`src/design/assert_macros.svh`:
```
// ---------------------------------------------------------------------------
// Assertion macros
// Shared concurrent assertion helpers, clocked on clk and disabled in reset.
// ---------------------------------------------------------------------------
`ifndef ASSERT_MACROS_SVH
`define ASSERT_MACROS_SVH

// Same-cycle implication
`define CRD_ASSERT_IMPLIES(label, ante, cons, msg) \
    label: assert property (@(posedge clk) disable iff (!rst_n) (ante) |-> (cons)) \
        else $error(msg);

// Next-cycle implication
`define CRD_ASSERT_NEXT(label, ante, cons, msg) \
    label: assert property (@(posedge clk) disable iff (!rst_n) (ante) |=> (cons)) \
        else $error(msg);

`endif

```
`src/design/crd_pkg.sv`:
```
// ---------------------------------------------------------------------------
// crd_pkg
// Types, register codes and reset values of the click region detector.
// ---------------------------------------------------------------------------
package crd_pkg;

    localparam int INDEX_BITS = 32;

    typedef logic [INDEX_BITS-1:0] idx_t;

    localparam int CFG_INDEX_BITS = 4;
    localparam int CFG_DATA_BITS  = 16;

    typedef logic [CFG_INDEX_BITS-1:0] cfg_index_t;

    localparam cfg_index_t CFG_START_THRESHOLD    = 4'd0;
    localparam cfg_index_t CFG_CONTINUE_THRESHOLD = 4'd1;
    localparam cfg_index_t CFG_MAX_LENGTH         = 4'd2;
    localparam cfg_index_t CFG_MIN_LENGTH         = 4'd3;
    localparam cfg_index_t CFG_COOLDOWN_LENGTH    = 4'd4;
    localparam cfg_index_t CFG_PRE_MARGIN         = 4'd5;
    localparam cfg_index_t CFG_POST_MARGIN        = 4'd6;
    localparam cfg_index_t CFG_LOOKAHEAD          = 4'd7;

    typedef struct packed {
        logic [15:0] start_threshold;
        logic [15:0] continue_threshold;
        logic [11:0] max_length;
        logic [11:0] min_length;
        logic [10:0] cooldown_length;
        logic [6:0]  pre_margin;
        logic [7:0]  post_margin;
        logic [10:0] lookahead;
    } cfg_t;

    // 0.70 and 0.35 in Q0.16
    localparam logic [15:0] RST_START_THRESHOLD    = 16'd45875;
    localparam logic [15:0] RST_CONTINUE_THRESHOLD = 16'd22938;
    localparam logic [11:0] RST_MAX_LENGTH         = 12'd240;
    localparam logic [11:0] RST_MIN_LENGTH         = 12'd2;
    localparam logic [10:0] RST_COOLDOWN_LENGTH    = 11'd192;
    localparam logic [6:0]  RST_PRE_MARGIN         = 7'd17;
    localparam logic [7:0]  RST_POST_MARGIN        = 8'd34;
    localparam logic [10:0] RST_LOOKAHEAD          = 11'd720;

    // Emission waits this many samples beyond end plus post margin
    localparam idx_t EMIT_DELAY = idx_t'(2);

    typedef struct packed {
        logic fire;
        idx_t region_start;
        idx_t region_end;
        logic in_window;
    } lane_result_t;

endpackage

```
`src/design/crd_cfg_regs.sv`:
```
// ---------------------------------------------------------------------------
// crd_cfg_regs
// Configuration register file; one write transaction per cycle, always ready.
// ---------------------------------------------------------------------------
module crd_cfg_regs (
    input  logic                   clk,
    input  logic                   rst_n,
    input  logic                   cfg_valid,
    output logic                   cfg_ready,
    input  crd_pkg::cfg_index_t    cfg_index,
    input  logic [crd_pkg::CFG_DATA_BITS-1:0] cfg_data,
    output crd_pkg::cfg_t          cfg
);

    crd_pkg::cfg_t cfg_reg;
    crd_pkg::cfg_t cfg_next;

    assign cfg_ready = 1'b1;
    assign cfg       = cfg_reg;

    always_comb
    begin
        cfg_next = cfg_reg;
        if (cfg_valid)
        begin
            unique case (cfg_index)
                crd_pkg::CFG_START_THRESHOLD:    cfg_next.start_threshold    = cfg_data;
                crd_pkg::CFG_CONTINUE_THRESHOLD: cfg_next.continue_threshold = cfg_data;
                crd_pkg::CFG_MAX_LENGTH:         cfg_next.max_length         = cfg_data[11:0];
                crd_pkg::CFG_MIN_LENGTH:         cfg_next.min_length         = cfg_data[11:0];
                crd_pkg::CFG_COOLDOWN_LENGTH:    cfg_next.cooldown_length    = cfg_data[10:0];
                crd_pkg::CFG_PRE_MARGIN:         cfg_next.pre_margin         = cfg_data[6:0];
                crd_pkg::CFG_POST_MARGIN:        cfg_next.post_margin        = cfg_data[7:0];
                crd_pkg::CFG_LOOKAHEAD:          cfg_next.lookahead          = cfg_data[10:0];
                default:                         cfg_next = cfg_reg;
            endcase
        end
    end

    always_ff @(posedge clk or negedge rst_n)
    begin
        if (!rst_n)
        begin
            cfg_reg.start_threshold    <= crd_pkg::RST_START_THRESHOLD;
            cfg_reg.continue_threshold <= crd_pkg::RST_CONTINUE_THRESHOLD;
            cfg_reg.max_length         <= crd_pkg::RST_MAX_LENGTH;
            cfg_reg.min_length         <= crd_pkg::RST_MIN_LENGTH;
            cfg_reg.cooldown_length    <= crd_pkg::RST_COOLDOWN_LENGTH;
            cfg_reg.pre_margin         <= crd_pkg::RST_PRE_MARGIN;
            cfg_reg.post_margin        <= crd_pkg::RST_POST_MARGIN;
            cfg_reg.lookahead          <= crd_pkg::RST_LOOKAHEAD;
        end
        else
        begin
            cfg_reg <= cfg_next;
        end
    end

endmodule

```
`src/design/crd_lane.sv`:
```
// ---------------------------------------------------------------------------
// crd_lane
// Run tracking, cooldown and pending region state; one registered update per step.
// ---------------------------------------------------------------------------
module crd_lane (
    input  logic                  clk,
    input  logic                  rst_n,
    input  logic                  step,
    input  logic [15:0]           score,
    input  logic                  enable,
    input  crd_pkg::cfg_t         cfg,
    output crd_pkg::lane_result_t result
);

    localparam int IB = crd_pkg::INDEX_BITS;

    crd_pkg::idx_t sample_index_reg, sample_index_next;
    logic [10:0]   cooldown_reg, cooldown_next;
    logic          run_active_reg, run_active_next;
    crd_pkg::idx_t run_start_reg, run_start_next;
    logic [11:0]   run_length_reg, run_length_next;
    logic          pend_flag_reg, pend_flag_next;
    crd_pkg::idx_t pend_start_reg, pend_start_next;
    crd_pkg::idx_t pend_end_reg, pend_end_next;

    crd_pkg::idx_t cur;
    crd_pkg::idx_t pre_ext;
    crd_pkg::idx_t post_ext;
    crd_pkg::idx_t look_ext;
    crd_pkg::idx_t due_diff;
    crd_pkg::idx_t rs;
    crd_pkg::idx_t re;
    crd_pkg::idx_t win_diff;

    assign cur      = sample_index_reg;
    assign pre_ext  = {{(IB-7){1'b0}}, cfg.pre_margin};
    assign post_ext = {{(IB-8){1'b0}}, cfg.post_margin};
    assign look_ext = {{(IB-11){1'b0}}, cfg.lookahead};

    always_comb
    begin
        sample_index_next = cur + crd_pkg::idx_t'(1);
        cooldown_next     = cooldown_reg;
        run_active_next   = run_active_reg;
        run_start_next    = run_start_reg;
        run_length_next   = run_length_reg;
        pend_flag_next    = pend_flag_reg;
        pend_start_next   = pend_start_reg;
        pend_end_next     = pend_end_reg;
        due_diff          = '0;
        rs                = '0;
        re                = '0;
        win_diff          = '0;
        result            = '0;

        if (!enable)
        begin
            cooldown_next   = '0;
            run_active_next = 1'b0;
            run_start_next  = '0;
            run_length_next = '0;
            pend_flag_next  = 1'b0;
            pend_start_next = '0;
            pend_end_next   = '0;
        end
        else
        begin
            if (cooldown_reg != 11'd0)
            begin
                cooldown_next = cooldown_reg - 11'd1;
            end
            else if (!run_active_reg)
            begin
                if (score > cfg.start_threshold)
                begin
                    run_active_next = 1'b1;
                    run_start_next  = cur;
                    run_length_next = 12'd1;
                end
            end
            else if (score > cfg.continue_threshold)
            begin
                // length checked before counting, so it never overflows
                if (run_length_reg >= cfg.max_length)
                begin
                    run_active_next = 1'b0;
                    run_start_next  = '0;
                    run_length_next = '0;
                    cooldown_next   = cfg.cooldown_length;
                end
                else
                begin
                    run_length_next = run_length_reg + 12'd1;
                end
            end
            else
            begin
                if (run_length_reg >= cfg.min_length && run_length_reg <= cfg.max_length
                    && !pend_flag_reg)
                begin
                    pend_flag_next  = 1'b1;
                    pend_start_next = run_start_reg;
                    pend_end_next   = cur - crd_pkg::idx_t'(1);
                    cooldown_next   = cfg.cooldown_length;
                end
                run_active_next = 1'b0;
                run_start_next  = '0;
                run_length_next = '0;
            end

            // wrapped difference read as signed: due once non-negative
            due_diff = cur - (pend_end_next + post_ext + crd_pkg::EMIT_DELAY);
            rs       = pend_start_next - pre_ext;
            re       = pend_end_next + post_ext;
            win_diff = rs - (cur - look_ext);
            if (pend_flag_next && !due_diff[IB-1])
            begin
                result.fire         = 1'b1;
                result.region_start = rs;
                result.region_end   = re;
                result.in_window    = (win_diff != '0) && !win_diff[IB-1];
                pend_flag_next      = 1'b0;
            end
        end
    end

    always_ff @(posedge clk or negedge rst_n)
    begin
        if (!rst_n)
        begin
            sample_index_reg <= '0;
            cooldown_reg     <= '0;
            run_active_reg   <= 1'b0;
            run_start_reg    <= '0;
            run_length_reg   <= '0;
            pend_flag_reg    <= 1'b0;
            pend_start_reg   <= '0;
            pend_end_reg     <= '0;
        end
        else if (step)
        begin
            sample_index_reg <= sample_index_next;
            cooldown_reg     <= cooldown_next;
            run_active_reg   <= run_active_next;
            run_start_reg    <= run_start_next;
            run_length_reg   <= run_length_next;
            pend_flag_reg    <= pend_flag_next;
            pend_start_reg   <= pend_start_next;
            pend_end_reg     <= pend_end_next;
        end
    end

endmodule

```
`src/design/click_region_detector.sv`:
```
// Path: accepted samples wait in the input register, results in the result register.
// Throughput: one sample per cycle, set by the lane update between the input register and
// the result register; a stalled result holds the input register.
// Reset: asynchronous, active low; configuration returns to its defaults and all lane
// state clears at once, with no clearing pass.
// ---------------------------------------------------------------------------
// click_region_detector
// Hysteresis click run detector with hold-off, emitting margin-widened regions.
// ---------------------------------------------------------------------------
`include "assert_macros.svh"

module click_region_detector (
    input  logic                   clk,
    input  logic                   rst_n,
    input  logic                   cfg_valid,
    output logic                   cfg_ready,
    input  crd_pkg::cfg_index_t    cfg_index,
    input  logic [crd_pkg::CFG_DATA_BITS-1:0] cfg_data,
    input  logic                   sample_valid,
    output logic                   sample_ready,
    input  logic [15:0]            score,
    input  logic                   enable,
    output logic                   region_valid,
    input  logic                   region_ready,
    output crd_pkg::idx_t          region_start,
    output crd_pkg::idx_t          region_end,
    output logic                   in_window
);

    crd_pkg::cfg_t         cfg;
    crd_pkg::lane_result_t lane_res;

    logic          s1_valid_reg, s1_valid_next;
    logic [15:0]   s1_score_reg;
    logic          s1_enable_reg;
    logic          s1_advance;
    logic          accept;
    logic          out_free;

    logic          out_valid_reg, out_valid_next;
    crd_pkg::idx_t out_start_reg;
    crd_pkg::idx_t out_end_reg;
    logic          out_win_reg;

    crd_cfg_regs u_cfg (
        .clk       (clk),
        .rst_n     (rst_n),
        .cfg_valid (cfg_valid),
        .cfg_ready (cfg_ready),
        .cfg_index (cfg_index),
        .cfg_data  (cfg_data),
        .cfg       (cfg)
    );

    crd_lane u_lane (
        .clk    (clk),
        .rst_n  (rst_n),
        .step   (s1_advance),
        .score  (s1_score_reg),
        .enable (s1_enable_reg),
        .cfg    (cfg),
        .result (lane_res)
    );

    assign out_free     = !out_valid_reg || region_ready;
    assign s1_advance   = s1_valid_reg && out_free;
    assign sample_ready = !s1_valid_reg || s1_advance;
    assign accept       = sample_valid && sample_ready;

    always_comb
    begin
        s1_valid_next = s1_valid_reg;
        if (accept)
            s1_valid_next = 1'b1;
        else if (s1_advance)
            s1_valid_next = 1'b0;

        out_valid_next = out_valid_reg;
        if (s1_advance && lane_res.fire)
            out_valid_next = 1'b1;
        else if (region_ready)
            out_valid_next = 1'b0;
    end

    always_ff @(posedge clk or negedge rst_n)
    begin
        if (!rst_n)
        begin
            s1_valid_reg  <= 1'b0;
            out_valid_reg <= 1'b0;
        end
        else
        begin
            s1_valid_reg  <= s1_valid_next;
            out_valid_reg <= out_valid_next;
        end
    end

    always_ff @(posedge clk)
    begin
        if (accept)
        begin
            s1_score_reg  <= score;
            s1_enable_reg <= enable;
        end
        if (s1_advance && lane_res.fire)
        begin
            out_start_reg <= lane_res.region_start;
            out_end_reg   <= lane_res.region_end;
            out_win_reg   <= lane_res.in_window;
        end
    end

    assign region_valid = out_valid_reg;
    assign region_start = out_start_reg;
    assign region_end   = out_end_reg;
    assign in_window    = out_win_reg;

    // a held sample is never dropped while the result side stalls
    `CRD_ASSERT_NEXT(a_s1_hold, s1_valid_reg && !s1_advance, s1_valid_reg, "sample lost in input register")
    // an empty result register never blocks input
    `CRD_ASSERT_IMPLIES(a_no_false_stall, !out_valid_reg, sample_ready, "input stalled with free output")
    // a disabled sample never emits a region
    `CRD_ASSERT_IMPLIES(a_disabled_quiet, s1_valid_reg && !s1_enable_reg, !lane_res.fire, "region emitted while disabled")
    // a stalled result is not overwritten
    `CRD_ASSERT_NEXT(a_out_hold, out_valid_reg && !region_ready, out_valid_reg && $stable(out_start_reg), "stalled result overwritten")

endmodule

```
`config.mk`:
```
export PLATFORM = sky130hd
export DESIGN_NAME = click_region_detector
export DESIGN_NICKNAME = d
export VERILOG_FILES = /design/src/design/crd_pkg.sv /design/src/design/crd_cfg_regs.sv /design/src/design/crd_lane.sv /design/src/design/click_region_detector.sv
export VERILOG_INCLUDE_DIRS = /design/src /design/src/design
export SDC_FILE = /design/constraint.sdc
export NUM_CORES = 1
export LEC_CHECK = 0
export BUFFER_PORTS_ARGS = -buffer_cell sky130_fd_sc_hd__buf_2
export CORE_MARGIN = 3
export CORE_UTILIZATION = 30
export DETAILED_ROUTE_END_ITERATION = 8
export GPL_TIMING_DRIVEN = 0
export HOLD_SLACK_MARGIN = 0.05
export SLEW_MARGIN = 0
export SYNTH_ARGS = -nofsm -noshare
export SYNTH_HDL_FRONTEND = slang
export SYNTH_SLANG_ARGS = --single-unit
```
`constraint.sdc`:
```
create_clock -name clk -period 21.4 [get_ports clk]
set_input_delay 1.07 -clock clk [delete_from_list [all_inputs] [get_ports clk]]
set_output_delay 1.07 -clock clk [all_outputs]
set_load 0.01 [all_outputs]
```
==> key figures <==
STA
  • Final hold viol count: 0
  • Number of setup violations in the final report: 0
  • RSZ-0062 raised after global routing: no
  • Final period utilization: 58.6%
  • Slew Limit Fails: 0
  • PnR worst setup slack: 8.85 ns
  • Max-slew headroom: about a third
  • TNS Setup: 0 ns
  • Max Clock Freq: 0.0797 GHz
  • Worst-Margin Slew: around 0.98 ns
  • Min Tclk post-route: 12.55 ns
  • Final setup skew: 0.0168 ns

Logic synthesis
  • EDFF count, synth: 82
  • Yosys cell types: 75
  • Synth area leader: dfrtp_1
  • Yosys reg bits: between 300 and 400
  • Syn nets: ~2.5k
  • Ys Warns: 0
  • Synth top area cells: dfrtp_1 25%, edfxtp_1 12%, ha_1 11%, xnor2_1 4.9%, mux2_2 4.1%
  • Average size of a mapped cell: 9.56 sq um
  • Post-Synthesis Cells: roughly 2.2k
  • Async SR Flop Fraction: around three quarters
  • Top_reg_cell synth: dfrtp_1
  • Synth Cell Area: 0.0213 sq mm
  • Yosys top cell area share: 25.4%
  • Post-synthesis sequential area ratio: between 40% and 50%

Clock network
  • CTS tree: built
  • CTS Sinks: 330
  • # Post-CTS Setup Buffers: 0
  • Clock slew at reported path FFs: 0.07 ns
  • Root Buffer: clkbuf_16
  • Resize count post-CTS: 0
  • Num CTS Buffers: 37
  • CTS Hold Buffers Added: 0
  • Clock Latency Late Sink: 0.56 ns
  • CTS max path bufs: 3
  • H-tree depth: 2

Cells and area
  • Area grow syn2layout: 14.6%
  • Post-Layout Cell Count: 3,350
  • Layout fillers: 7,170
  • Leading cell types in the layout, fill and taps excluded: 216 x dfrtp_1, 211 x nand2_1, 193 x inv_1, 186 x ha_1, 146 x o21ai_0
  • Max FFs per register: 93
  • Layout cell share with drive strength beyond 1: about an eighth
  • Leading cell type in the layout, fill and taps excluded: dfrtp_1
  • Final #Nets: between 2k and 3k
  • Design Area, Final: 0.0244 sq mm

Worst hold path
  • Worst hold path class: input pin to async pin

Detailed routing
  • DRT iter0 DRCs: 1,194
  • Via/cell ratio: 5.03
  • Final ANT Viol Nets: 0
  • Vias: 16.8k
  • Per-cell routed wire length: 18.1 um
  • Final wirelength: between 60 and 70 mm
  • Pre-antenna DRT Iters: 6
  • DRC viols: 0

Global routing
  • Number of global-route vias before repair: 16.5k
  • Overflow after GRT: 0
  • GRT Util Overall: between 15 and 20%
  • First-pass GRT wire length: 94.6 mm
  • Largest net degree at the start of global routing: 113
  • Initial antenna violation count: 0

Worst setup path
  • CP bufs+invs: 7
  • Worst setup path class: flip-flop to flip-flop
  • Nature of the critical path endpoint: flip-flop
  • Slowest cell on crit path: buf_1
  • Slowest stage delay, CP: roughly 0.76 ns
  • Most frequent CP cell: clkbuf_1
  • CP startpoint kind: flip-flop
  • Delay-heaviest family, CP: compound AO/OA/AOI/OAI gates
  • Maximum fanout along the worst path: 10
  • Setup slack, reg-to-reg: around 8.8 ns
  • Worst EP required: 21.67 ns
  • WP data arrival: 12.82 ns

Die
  • Ports: 110
  • Die width: 273 um
  • Rows: 97
  • Core footprint: 0.0703 sq mm
  • Die ar.: 0.0743 sq mm
  • Starting Density: a little under a third
  • Die H: 273 um

Placement
  • Cell Area, Placed: 0.0232 sq mm
  • Placer Congestion: 0.908
  • I/O Buffers: 107
  • Hpwl dp: 45.9 mm
  • DP Worst Slack: 9.02 ns
  • Placed Instances: around 3.3k

Power and ir drop
  • Peak supply drop: 51.0 uV
  • Power, Total: 2.16 mW
  • Pwr dens: 88.5 mW/mm^2
  • Leakage: 10.3 nW

Job
  • Max-cap violation count: 0

Status
  • Run status: finished, final reports clean
==> synth_stat cells, types with 27 or more instances <==
library cell  count
dfrtp_1         216
nand2_1         211
inv_1           193
ha_1            186
o21ai_0         146
nor2_1          122
xnor2_1         120
a21oi_1         113
edfxtp_1         82
mux2_2           78
clkbuf_1         77
and2_1           59
nor3_1           57
nand3_1          47
a22o_1           39
a21o_1           35
xor2_1           35
dfstp_2          32
or3_1            32
nor4_1           31
mux2i_1          29
nand4_1          27
==> cell families after synthesis <==
| group | synth area share [%] |
|---|---|
| AO/OA/AOI/OAI | 13.9 |
| XOR/XNOR | 6.47 |
| adder cells (fa/ha/maj) | 12.1 |
| buffers and inverters | 5.08 |
| flip-flops | 40.8 |
| multiplexers | 5.62 |
| other | 0.0176 |
| AND/OR/NAND/NOR | 15.9 |
==> final cells by class <==
| class | instances | area [sq um] | area share [%] |
|---|---|---|---|
| buffer | 92 | 358 | 1.46 |
| clock inverter | 8 | 61.3 | 0.251 |
| antenna | 1 | 2.50 | 0.0102 |
| tap | 940 | 1180 | 4.81 |
| sequential | 330 | 8710 | 35.6 |
| timing repair buffer | 112 | 644 | 2.64 |
| clock buffer | 59 | 1220 | 4.98 |
| multi-input combinational | 1615 | 11500 | 47.2 |
| inverter | 193 | 724 | 2.96 |
==> where the power goes <==
part	switching, mW	leakage (nW)	internal [mW]
Sequential	0.0605	3.76	0.731
Clock	0.275	0.627	0.393
Combinational	0.425	5.89	0.280
==> path summary, 6_finish.rpt <==
check / from / end / cells past startpoint
min in group clk: u_lane.run_start_reg[1]$_DFFE_PN0P_ / u_lane.run_start_reg[1]$_DFFE_PN0P_ / 2
setup / recovery: u_lane.run_length_reg[2]$_DFFE_PN0P_ / in_window$_SDFFCE_PP0P_ / 38
max in group asynchronous: rst_n / u_cfg.cfg[81]$_DFFE_PN1P_ / 3
hold reg to reg: u_lane.run_start_reg[1]$_DFFE_PN0P_ / u_lane.run_start_reg[1]$_DFFE_PN0P_ / 2
hold / removal: rst_n / u_lane.pend_start_reg[16]$_DFFE_PN0P_ / 1
setup reg to reg: u_lane.run_length_reg[2]$_DFFE_PN0P_ / in_window$_SDFFCE_PP0P_ / 38
==> metal layers <==
metal	wire [um]	GRT usage, %	share of wire (%)	vias up
met5	0	0	0	-
met1	27600	21.7	46	8086
met2	26700	25.6	44	449
met3	3610	3.06	6.0	112
met4	2600	6.74	4.3	0
li1	-	-	-	8196
==> per-stage QoR <==
stage | utilization [%] | hold WS (ns)
6_report | 34.8 | 0.366
5_1_grt | 34.8 | 0.358
4_1_cts | 34.8 | 0.336
3_5_place_dp | 32.9 | 0.470
3_3_place_gp | 32.8 | 0.460
2_1_floorplan | - | 0.449
(Power assumes the default switching activity.)
